File: src/rtl/assert_macros.svh
// Assertion helpers; empty when synthesising.
`ifndef ASSERT_MACROS_SVH
`define ASSERT_MACROS_SVH
`ifndef SYNTHESIS
`define ASSERT_IMPLY(label, clk, rst_n, ante, cons) \
	label: assert property (@(posedge clk) disable iff (!rst_n) (ante) |-> (cons)) \
		else $error("assertion failed");
`define ASSERT_NEXT(label, clk, rst_n, ante, cons) \
	label: assert property (@(posedge clk) disable iff (!rst_n) (ante) |=> (cons)) \
		else $error("assertion failed");
`else
`define ASSERT_IMPLY(label, clk, rst_n, ante, cons)
`define ASSERT_NEXT(label, clk, rst_n, ante, cons)
`endif
`endif

File: src/rtl/ebb_pkg.sv
`default_nettype none
package ebb_pkg;
	localparam int PIX_W           = 24;
	localparam int CH_W            = 8;
	localparam int NUM_CH          = 3;
	localparam int PEND_W          = 11;
	localparam logic [PEND_W-1:0] PEND_MAX = '1;
	localparam int CFG_WIDTH_BITS  = 11;
	localparam int CFG_HEIGHT_BITS = 13;
	localparam int CFG_DATA_W      = 13;
	localparam int DIV_STEPS       = 8;

	localparam logic CFG_IDX_WIDTH  = 1'b0;
	localparam logic CFG_IDX_HEIGHT = 1'b1;

	localparam logic MODE_PIXEL = 1'b0;
	localparam logic MODE_FLUSH = 1'b1;

	typedef struct packed {
		logic accept;
		logic read;
		logic shift;
		logic sum;
		logic div_step;
	} cmd_t;

	typedef struct packed {
		logic emit;
	} stat_t;
endpackage
`default_nettype wire

File: src/rtl/ebb_ctrl.sv
`default_nettype none
module ebb_ctrl (
	input  wire logic           clk,
	input  wire logic           arst_n,
	input  wire logic           s_tvalid,
	output logic                s_tready,
	output logic                m_tvalid,
	input  wire logic           m_tready,
	input  wire ebb_pkg::stat_t stat,
	output ebb_pkg::cmd_t       cmd
);
	typedef enum logic [2:0] {S_IDLE, S_READ, S_SHIFT, S_SUM, S_DIV, S_OUT} state_t;

	localparam int CNT_W = $clog2(ebb_pkg::DIV_STEPS);

	state_t           state_q;
	logic             rdy_q;
	logic             vld_q;
	logic [CNT_W-1:0] cnt_q;

	always_ff @(posedge clk or negedge arst_n) begin
		if (!arst_n) begin
			state_q <= S_IDLE;
			rdy_q   <= 1'b1;
			vld_q   <= 1'b0;
			cnt_q   <= '0;
		end else begin
			case (state_q)
				S_IDLE: begin
					if (s_tvalid) begin
						state_q <= S_READ;
						rdy_q   <= 1'b0;
					end
				end
				S_READ: state_q <= S_SHIFT;
				S_SHIFT: begin
					if (stat.emit) begin
						state_q <= S_SUM;
					end else begin
						state_q <= S_IDLE;
						rdy_q   <= 1'b1;
					end
				end
				S_SUM: begin
					state_q <= S_DIV;
					cnt_q   <= '0;
				end
				S_DIV: begin
					cnt_q <= cnt_q + 1'b1;
					if (cnt_q == CNT_W'(ebb_pkg::DIV_STEPS - 1)) begin
						state_q <= S_OUT;
						vld_q   <= 1'b1;
					end
				end
				S_OUT: begin
					if (m_tready) begin
						state_q <= S_IDLE;
						vld_q   <= 1'b0;
						rdy_q   <= 1'b1;
					end
				end
				default: begin
					state_q <= S_IDLE;
					vld_q   <= 1'b0;
					rdy_q   <= 1'b1;
				end
			endcase
		end
	end

	assign s_tready     = rdy_q;
	assign m_tvalid     = vld_q;
	assign cmd.accept   = rdy_q & s_tvalid;
	assign cmd.read     = (state_q == S_READ);
	assign cmd.shift    = (state_q == S_SHIFT);
	assign cmd.sum      = (state_q == S_SUM);
	assign cmd.div_step = (state_q == S_DIV);
endmodule
`default_nettype wire

File: config.mk
export PLATFORM = sky130hd
export DESIGN_NAME = ebb_ctrl
export DESIGN_NICKNAME = d
export VERILOG_FILES = /design/src/rtl/assert_macros.svh /design/src/rtl/ebb_pkg.sv /design/src/rtl/ebb_ctrl.sv
export SDC_FILE = /design/constraint.sdc
export NUM_CORES = 1
export LEC_CHECK = 0
export ABC_CLOCK_PERIOD_IN_PS = 3300
export BUFFER_PORTS_ARGS = -buffer_cell sky130_fd_sc_hd__buf_2
export CAP_MARGIN = 20
export CORE_AREA = 4 4 41 43
export CTS_CLUSTER_SIZE = 25
export DETAILED_ROUTE_END_ITERATION = 16
export DIE_AREA = 0 0 45 47
export MAX_ROUTING_LAYER = met4
export PLACE_DENSITY = 0.57
export SLEW_MARGIN = 20
export SYNTH_ARGS = -nofsm -noshare
export SYNTH_HDL_FRONTEND = slang
export SYNTH_SLANG_ARGS = --single-unit
File: constraint.sdc
create_clock -name clk -period 3.3 [get_ports clk]
set_clock_uncertainty 0.2 [all_clocks]
set_input_delay 0.33 -clock clk [delete_from_list [all_inputs] [get_ports clk]]
set_output_delay 0.33 -clock clk [all_outputs]
set_load 0.01 [all_outputs]
==> results by group, run 1 <==
Synth
  • Largest family of logic cells by synthesized area: simple AND/OR/NAND/NOR gates
  • Xor-xnor portion of the synthesized cell area: 0
  • Synth cell types: 26
  • Sequential share of the synthesized area: 0.416
  • Seq cells post-synth: 8
  • Area fraction in compound gates after synthesis: 0.163
  • Synth Area in Simple Gates: 0.261
  • Adder-cell share of the synthesized area: 0.0517
  • Top cell type's share of synthesized area: 0.362
  • Syn nets: 51
  • Area leader, netlist: dfrtp_1
  • Ys Warns: 0
  • Cells after Synth: 44
  • Top cells by area, synth: dfrtp_1 (36%), buf_6 (7.0%), dfstp_2 (5.4%)
  • Average size of a mapped cell: roughly 11 sq um
  • Multiplexer share of the synthesized area: 0.0310
  • Post-Syn Area: 484 sq um

Timing
  • Setup TNS: 0 ps
  • Peak Freq: 540 MHz
  • Hold Violations, Final: 0
  • Max Slew Vio Count: 0
  • RSZ-0062 raised after global routing: false
  • Slew headroom: 0.749
  • Worst Tran Pin Value: around 380 ps
  • Final period util: 0.561
  • Slack of the critical path: 1450 ps
  • Final min period: 1850 ps
  • Number of setup violations in the final report: 0

Worst setup path
  • Worst R2R Path Depth: 3
  • RR Endpoint: cnt_q[0]
  • R2R Setup Slk: around 1800 ps
  • Worst path arrival time: 1320 ps
  • Worst setup SP type: flip-flop
  • CP endpoint kind: output port
  • CP Max Fanout: 12
  • Worst reg2reg path startpoint: state_q[2]
  • Crit path kind: reg2out
  • Worst Path Required: 2770 ps

Detailed routing
  • Post-detailed-route wirelength per cell: 12.3 um
  • Drt pass-1 iters: 4
  • Iteration-0 DRC Markers: 5
  • Final ANT Viol Nets: 0
  • Drt drc: 0
  • Vias: 359
  • Final WL: 887 um
  • Vias per inst: 4.99

Floorplanning
  • Die Y: 47 um
  • Initial Utilization: 0.372
  • Total core area: 0.00130 sq mm
  • # IOs: 12
  • # rows: 13
  • Die width: 45 um
  • DIE AREA: ~0.0021 sq mm

Clock network
  • # H-tree levels: 1
  • Clock Tree Root: clkbuf_4
  • Clock buffer depth: 2
  • TritonCTS clock tree: done
  • Clock tree sinks: 8
  • Post-CTS sizing: 0
  • Worst skew pair latency: 250 ps
  • Total CTS buffers: 3
  • Worst-path clk slew: 70 ps

Status
  • Status: finished clean

GRT
  • Gr usage total: 0.111
  • Number of global-route vias before repair: 325
  • Largest net degree at the start of global routing: 13
  • Global route overflow: 0
  • Antenna violations before repair: 0
  • First-pass GRT wire length: between 1500 and 2000 um

Finish
  • Area occupied by multi-input gates: around 250 sq um
  • Final nets: 65
  • Fill count: about 140
  • Layout cell share with drive strength beyond 1: 0.368
  • Area Overhead vs Synth: 15.8%
  • Ant diodes: 0
  • Register area: between 200 and 250 sq um

Pwr
  • PD cells: ~830 mW/mm^2
  • Total leakage power: 0.278 nW
  • Peak supply drop: 0.000327 V

Min path
  • Hold Crit Depth: 3
  • WHS Endpoint: state_q[1]
  • Hold Crit Start: stat
  • Worst Hold Class: in2reg

Placed design
  • Post-DP HPWL: between 600 and 700 um
  • IO buf count: 11
  • DP Worst Slack: about 1700 ps
  • Placer congestion estimate: between 0.7 and 0.8

Job
  • Max_cap viols: 0
[routing by layer]
| metal | part of all wire | track usage | vias up |
|---|---|---|---|
| met2 | 0.44 | 0.147 | 9 |
| met1 | 0.49 | 0.151 | 163 |
| met4 | 0.0090 | 0.0526 | 0 |
| met5 | 0 | - | - |
| li1 | - | - | 185 |
| met3 | 0.056 | 0.0345 | 2 |
[worst max path at each step]
stage	from	endpoint	cells past startpoint
3_5_place_dp	state_q[2]	cmd[0]	2
2_1_floorplan	state_q[1]	cnt_q[0]	4
3_3_place_gp	state_q[2]	cmd[0]	2
6_report	state_q[2]	cmd[0]	2
4_1_cts	state_q[2]	cmd[0]	2
5_1_grt	state_q[2]	cmd[0]	2
[stage by stage]
| step | hold slack [ps] | cell area [sq um] | power, mW | utilization | cells |
|---|---|---|---|---|---|
| finish | 131 | 561 | 0.466 | 0.431 | 72 |
| CTS | 128 | 561 | 0.470 | 0.431 | 72 |
| global route | 146 | 561 | 0.507 | 0.431 | 72 |
| global placement | -10.8 | 524 | 0.377 | 0.403 | 67 |
| floorplan | -166 | 484 | 0.352 | - | 44 |
| detailed placement | -9.32 | 524 | 0.383 | 0.403 | 67 |
[state kept, by name, indices dropped and copies added, names as in the netlist]
name and cells:
cnt_q 3, m_tvalid 1, s_tready 1, state_q 3
[critical path, cell delays in order, from the launching register on]
cell and delay [ps]:
dfrtp_1 540, nor3b_4 340, buf_2 180
[layout by cell type (no fill, tap or decap)]
cell	n
a211oi_1	2
a21boi_0	1
a21o_1	1
a21oi_1	1
a22o_1	2
and2_1	1
and3b_2	1
buf_2	11
clkbuf_1	1
clkbuf_4	3
dfrtp_1	7
dfstp_2	1
dlygate4sd3_1	1
ha_1	2
inv_1	1
mux2_4	1
nand2_1	3
nand2b_1	2
nand3b_1	1
nor2_1	3
nor2_2	1
nor2b_1	1
nor3_1	1
nor3b_2	2
nor3b_4	1
o21ai_1	2
o311ai_1	1
o31ai_1	1
or3_1	1
[area by class of cell]
| cell class | instances | share of cell area |
|---|---|---|
| Multi-Input combinational cell | 32 | 0.437 |
| Sequential cell | 8 | 0.359 |
| Timing Repair Buffer | 12 | 0.116 |
| Clock buffer | 4 | 0.0469 |
| Tap cell | 15 | 0.0335 |
| Inverter | 1 | 0.00670 |
[report_power, final]
part | switching (mW) | leakage, nW | internal, mW
clock network | 0.0403 | 0.0150 | 0.0466
registers | 0.0618 | 0.0978 | 0.140
logic | 0.0774 | 0.165 | 0.0998
[cells in the mapped netlist]
cell and count:
o21ai_1 2, or3_1 1, nor3b_4 1, nor3_1 1, a21o_1 1, nor2_1 3
dfstp_2 1, nand2_1 3, ha_1 2, o311ai_1 1, buf_6 3, nor2b_1 1
inv_1 1, nand3b_1 1, nor3b_2 2, dfrtp_1 7, and2_1 1, mux2_4 1
and3b_2 1, a211oi_1 2, o31ai_1 1, a22o_1 2, nand2b_1 2, nor2_2 1
a21boi_0 1, a21oi_1 1
[logic make-up (layout without fill, tap and decap cells)]
kind of cell	Yosys count	count (layout)
buffers and inverters	4	17
adders and majority gates	2	2
and+or+nand+nor	18	18
AOI/OAI and AO/OA	11	11
muxes	1	1
DFF	8	8
[what timing repair did]
item,4_1_cts,5_1_grt
endpoints found under the hold margin,8,0
buffers inserted,0,0
hold buffers,1,0
(Power assumes the default switching activity.)
==> run 2, diff against run 1 <==
--- a/config.mk
+++ b/config.mk
@@ -5,7 +5,8 @@
 export SDC_FILE = /design/constraint.sdc
 export NUM_CORES = 1
 export LEC_CHECK = 0
-export ABC_CLOCK_PERIOD_IN_PS = 3300
+export ABC_AREA = 1
+export ABC_CLOCK_PERIOD_IN_PS = 1600
 export BUFFER_PORTS_ARGS = -buffer_cell sky130_fd_sc_hd__buf_2
 export CAP_MARGIN = 20
 export CORE_AREA = 4 4 41 43
@@ -13,7 +14,7 @@
 export DETAILED_ROUTE_END_ITERATION = 16
 export DIE_AREA = 0 0 45 47
 export MAX_ROUTING_LAYER = met4
-export PLACE_DENSITY = 0.57
+export PLACE_DENSITY = 0.54
 export SLEW_MARGIN = 20
 export SYNTH_ARGS = -nofsm -noshare
 export SYNTH_HDL_FRONTEND = slang
==> constraint.sdc (replaced) <==
create_clock -name clk -period 1.6 [get_ports clk]
set_clock_uncertainty 0.2 [all_clocks]
set_input_delay 0.16 -clock clk [delete_from_list [all_inputs] [get_ports clk]]
set_output_delay 0.16 -clock clk [all_outputs]
set_load 0.01 [all_outputs]
==> run 2 against run 1 <==
  * Power rose by 130%
  * Critical endpoint unchanged
  * Utilization fell by 1.6 points
  * Critical path type unchanged
  * Register-to-register slack got worse by 1600 ps
  * Synthesized cell count rose by 23%
  * Largest power group is now combinational cells
  * Count of clock-buffer cells in the layout did not move
  * Cell count rose by 18%
  * Worst hold slack got worse by 74 ps
  * Critical path depth rose by 2
  * Via count rose by 4.5%
==> results by group, run 2 <==
Status
  • Status: finished clean (unchanged)

Worst setup path
  • Worst R2R Path Depth: 6 (was 3)
  • CP Max Fanout: 5 (was 12)
  • Worst setup SP type: flip-flop (unchanged)
  • R2R Setup Slk: 200 ps (was 1770 ps)
  • Crit path kind: reg2out (unchanged)
  • Worst reg2reg path startpoint: cnt_q[0] (was state_q[2])
  • Worst Path Required: 1240 ps (was 2770 ps)
  • Worst path arrival time: 1150 ps (was 1320 ps)
  • RR Endpoint: m_tvalid (was cnt_q[0])
  • CP endpoint kind: output port (unchanged)

Clock network
  • Worst-path clk slew: 60 ps (was 70 ps)
  • Clock buffer depth: 2 (unchanged)
  • # H-tree levels: 1 (unchanged)
  • Clock tree sinks: 8 (unchanged)
  • Total CTS buffers: 3 (unchanged)
  • Clock Tree Root: clkbuf_4 (unchanged)
  • Post CTS Setup Buffer Count: 0 (unchanged)
  • Worst skew pair latency: 270 ps (was 250 ps)
  • TritonCTS clock tree: done (unchanged)

Synth
  • Cells after Synth: 54 (was 44)
  • Ys Warns: 0 (unchanged)
  • Post-synth EDFFs: 0 (unchanged)
  • Top cells by area, synth: dfrtp_1 (41%), inv_1 (8.8%), nand2_1 (8.0%) (was dfrtp_1 (36%), buf_6 (7.0%), dfstp_2 (5.4%))
  • Top post-synthesis cells by count: inv_1 (10), nand2_1 (9), dfrtp_1 (7), nor2_1 (7), nand3_1 (6) (was dfrtp_1 (7), buf_6 (3), nand2_1 (3), nor2_1 (3))
  • Area leader, netlist: dfrtp_1 (unchanged)
  • Synth Flop Type: dfrtp_1 (unchanged)
  • Synth cell types: 14 (was 26)
  • Sequential share of the synthesized area: 0.475 (was 0.416)
  • Post-Syn Area: 424 sq um (was 484 sq um)
  • Seq cells post-synth: 8 (unchanged)
  • Average size of a mapped cell: 7.85 sq um (was 11.0 sq um)
  • Synth async-reset ratio: 1.00 (unchanged)
  • Most numerous cell in the Yosys netlist: inv_1 (was dfrtp_1)
  • Top cell type's share of synthesized area: 0.413 (was 0.362)
  • Syn nets: 61 (was 51)

Detailed routing
  • Vias: 375 (was 359)
  • Vias per inst: 4.41 (was 4.99)
  • Drt pass-1 iters: 3 (was 4)
  • Post-detailed-route wirelength per cell: 9.67 um (was 12.3 um)
  • Drt drc: 0 (unchanged)
  • Final ANT Viol Nets: 0 (unchanged)
  • Iteration-0 DRC Markers: 5 (unchanged)
  • Final WL: 822 um (was 887 um)

Pwr
  • Peak supply drop: 0.000678 V (was 0.000327 V)
  • PD cells: 2010 mW/mm^2 (was 831 mW/mm^2)
  • Total leakage power: 0.337 nW (was 0.278 nW)

Job
  • Max_cap viols: 0 (unchanged)

Finish
  • Layout cell share with drive strength beyond 1: 0.300 (was 0.368)
  • Fill count: 148 (was 139)
  • Register area: 201 sq um (unchanged)
  • Most frequent cells in the layout: buf_2 (11), inv_1 (10), nand2_1 (9), nor2_1 (7), dfrtp_1 (7) (was buf_2 (11), dfrtp_1 (7), nand2_1 (3), nor2_1 (3), clkbuf_4 (3))
  • Largest regs: cnt_q x3, state_q x3 (unchanged)
  • Ant diodes: 0 (unchanged)
  • Area occupied by multi-input gates: 183 sq um (was 245 sq um)
  • Most common cell after layout, fill and taps aside: buf_2 (unchanged)
  • Area Overhead vs Synth: 27.1% (was 15.8%)
  • Final nets: 78 (was 65)
  • Post-Layout Inst Area: 539 sq um (was 561 sq um)

Timing
  • Worst Tran Pin Value: 216 ps (was 377 ps)
  • Final period util: 0.942
  • Max Slew Vio Count: 0 (unchanged)
  • Setup TNS: 0 ps (unchanged)
  • Peak Freq: 664 MHz
  • Number of setup violations in the final report: 0 (unchanged)
  • Final min period: approximately 1500 ps
  • Hold Violations, Final: 0 (unchanged)
  • RSZ-0062 raised after global routing: false (unchanged)
  • Slew headroom: 0.855 (was 0.749)

Floorplanning
  • Die width: 45 um (unchanged)
  • Die Y: 47 um (unchanged)
  • DIE AREA: 0.00212 sq mm (unchanged)
  • # rows: 13 (unchanged)
  • # IOs: 12 (unchanged)
  • Total core area: 0.00130 sq mm (unchanged)
  • Initial Utilization: 0.326 (was 0.372)

Placed design
  • Placement Cell Area: 498 sq um (was 524 sq um)
  • Placer congestion estimate: 0.723 (was 0.743)
  • IO buf count: 11 (unchanged)
  • Post-DP HPWL: 654 um (was 662 um)

GRT
  • Number of global-route vias before repair: 371 (was 325)
  • First-pass GRT wire length: 1520 um (was 1590 um)
  • Largest net degree at the start of global routing: 9 (was 13)
  • Gr usage total: 0.106 (was 0.111)
  • Antenna violations before repair: 0 (unchanged)
  • Global route overflow: 0 (unchanged)

Min path
  • Worst Hold Class: in2async (was in2reg)
## run 2: how the worst max path moves through the flow
stage / from / to / slack (ps) / depth (start not counted)
floorplan: cnt_q[0] / cnt_q[2] / 260 / 3
global placement: cnt_q[0] / cnt_q[2] / 230 / 3
detailed placement: cnt_q[0] / m_tvalid / 210 / 6
CTS: state_q[1] / cmd[0] / 50 / 4
global route: state_q[1] / cmd[0] / 20 / 4
finish: state_q[1] / cmd[0] / 90 / 4
## run 2: power by group
group          internal (mW)  leakage (nW)  switching [mW]
registers              0.308        0.0994          0.0822
logic                  0.211         0.222           0.304
clock network         0.0962        0.0150          0.0812
## run 2: per-stage QoR
| stage | instances | utilization | setup slack [ps] | hold WS (ps) | total power, mW |
|---|---|---|---|---|---|
| finish | 85 | 0.414 | 93.5 | 57.4 | 1.08 |
| floorplan | 54 | - | 264 | -336 | 0.750 |
| detailed placement | 80 | 0.383 | 212 | -187 | 0.896 |
| global placement | 80 | 0.383 | 230 | -184 | 0.904 |
| global route | 85 | 0.414 | 23.3 | 77.0 | 1.21 |
| CTS | 85 | 0.411 | 48.8 | 57.4 | 1.09 |
## run 2: routing by layer
metal	wire length, um	GRT usage
met1	407	0.131
met2	347	0.147
met4	29	0.0877
met3	37	0.0230
met5	0	-
## run 2: cells by family (layout without fill, tap and decap cells)
| group | count (synthesis) | in the layout | synth area share |
|---|---|---|---|
| adder cells (fa/ha/maj) | 2 | 2 | 0.0590 |
| AND/OR/NAND/NOR | 27 | 27 | 0.283 |
| buffers and inverters | 12 | 28 | 0.106 |
| AO/OA/AOI/OAI | 5 | 5 | 0.0767 |
| flip-flops | 8 | 8 | 0.475 |
## run 2: critical path: stages (launching register included)
cell and delay, ps:
dfrtp_1 440, nor2_4 140, nand2_2 70, inv_2 100
buf_2 140
## run 2: final cells by class
class                      count  area share
multi-input combinational     34       0.339
timing repair buffer          12       0.121
sequential                     8       0.374
tap                           15      0.0348
inverter                      12      0.0835
clock buffer                   4      0.0487
## run 2: timing repair
| item | CTS | global route |
|---|---|---|
| endpoints found under the hold margin | 8 | 0 |
| setup endpoints to repair | 0 | 1 |
| gates resized for setup | 0 | 1 |
| hold buffers | 1 | 0 |
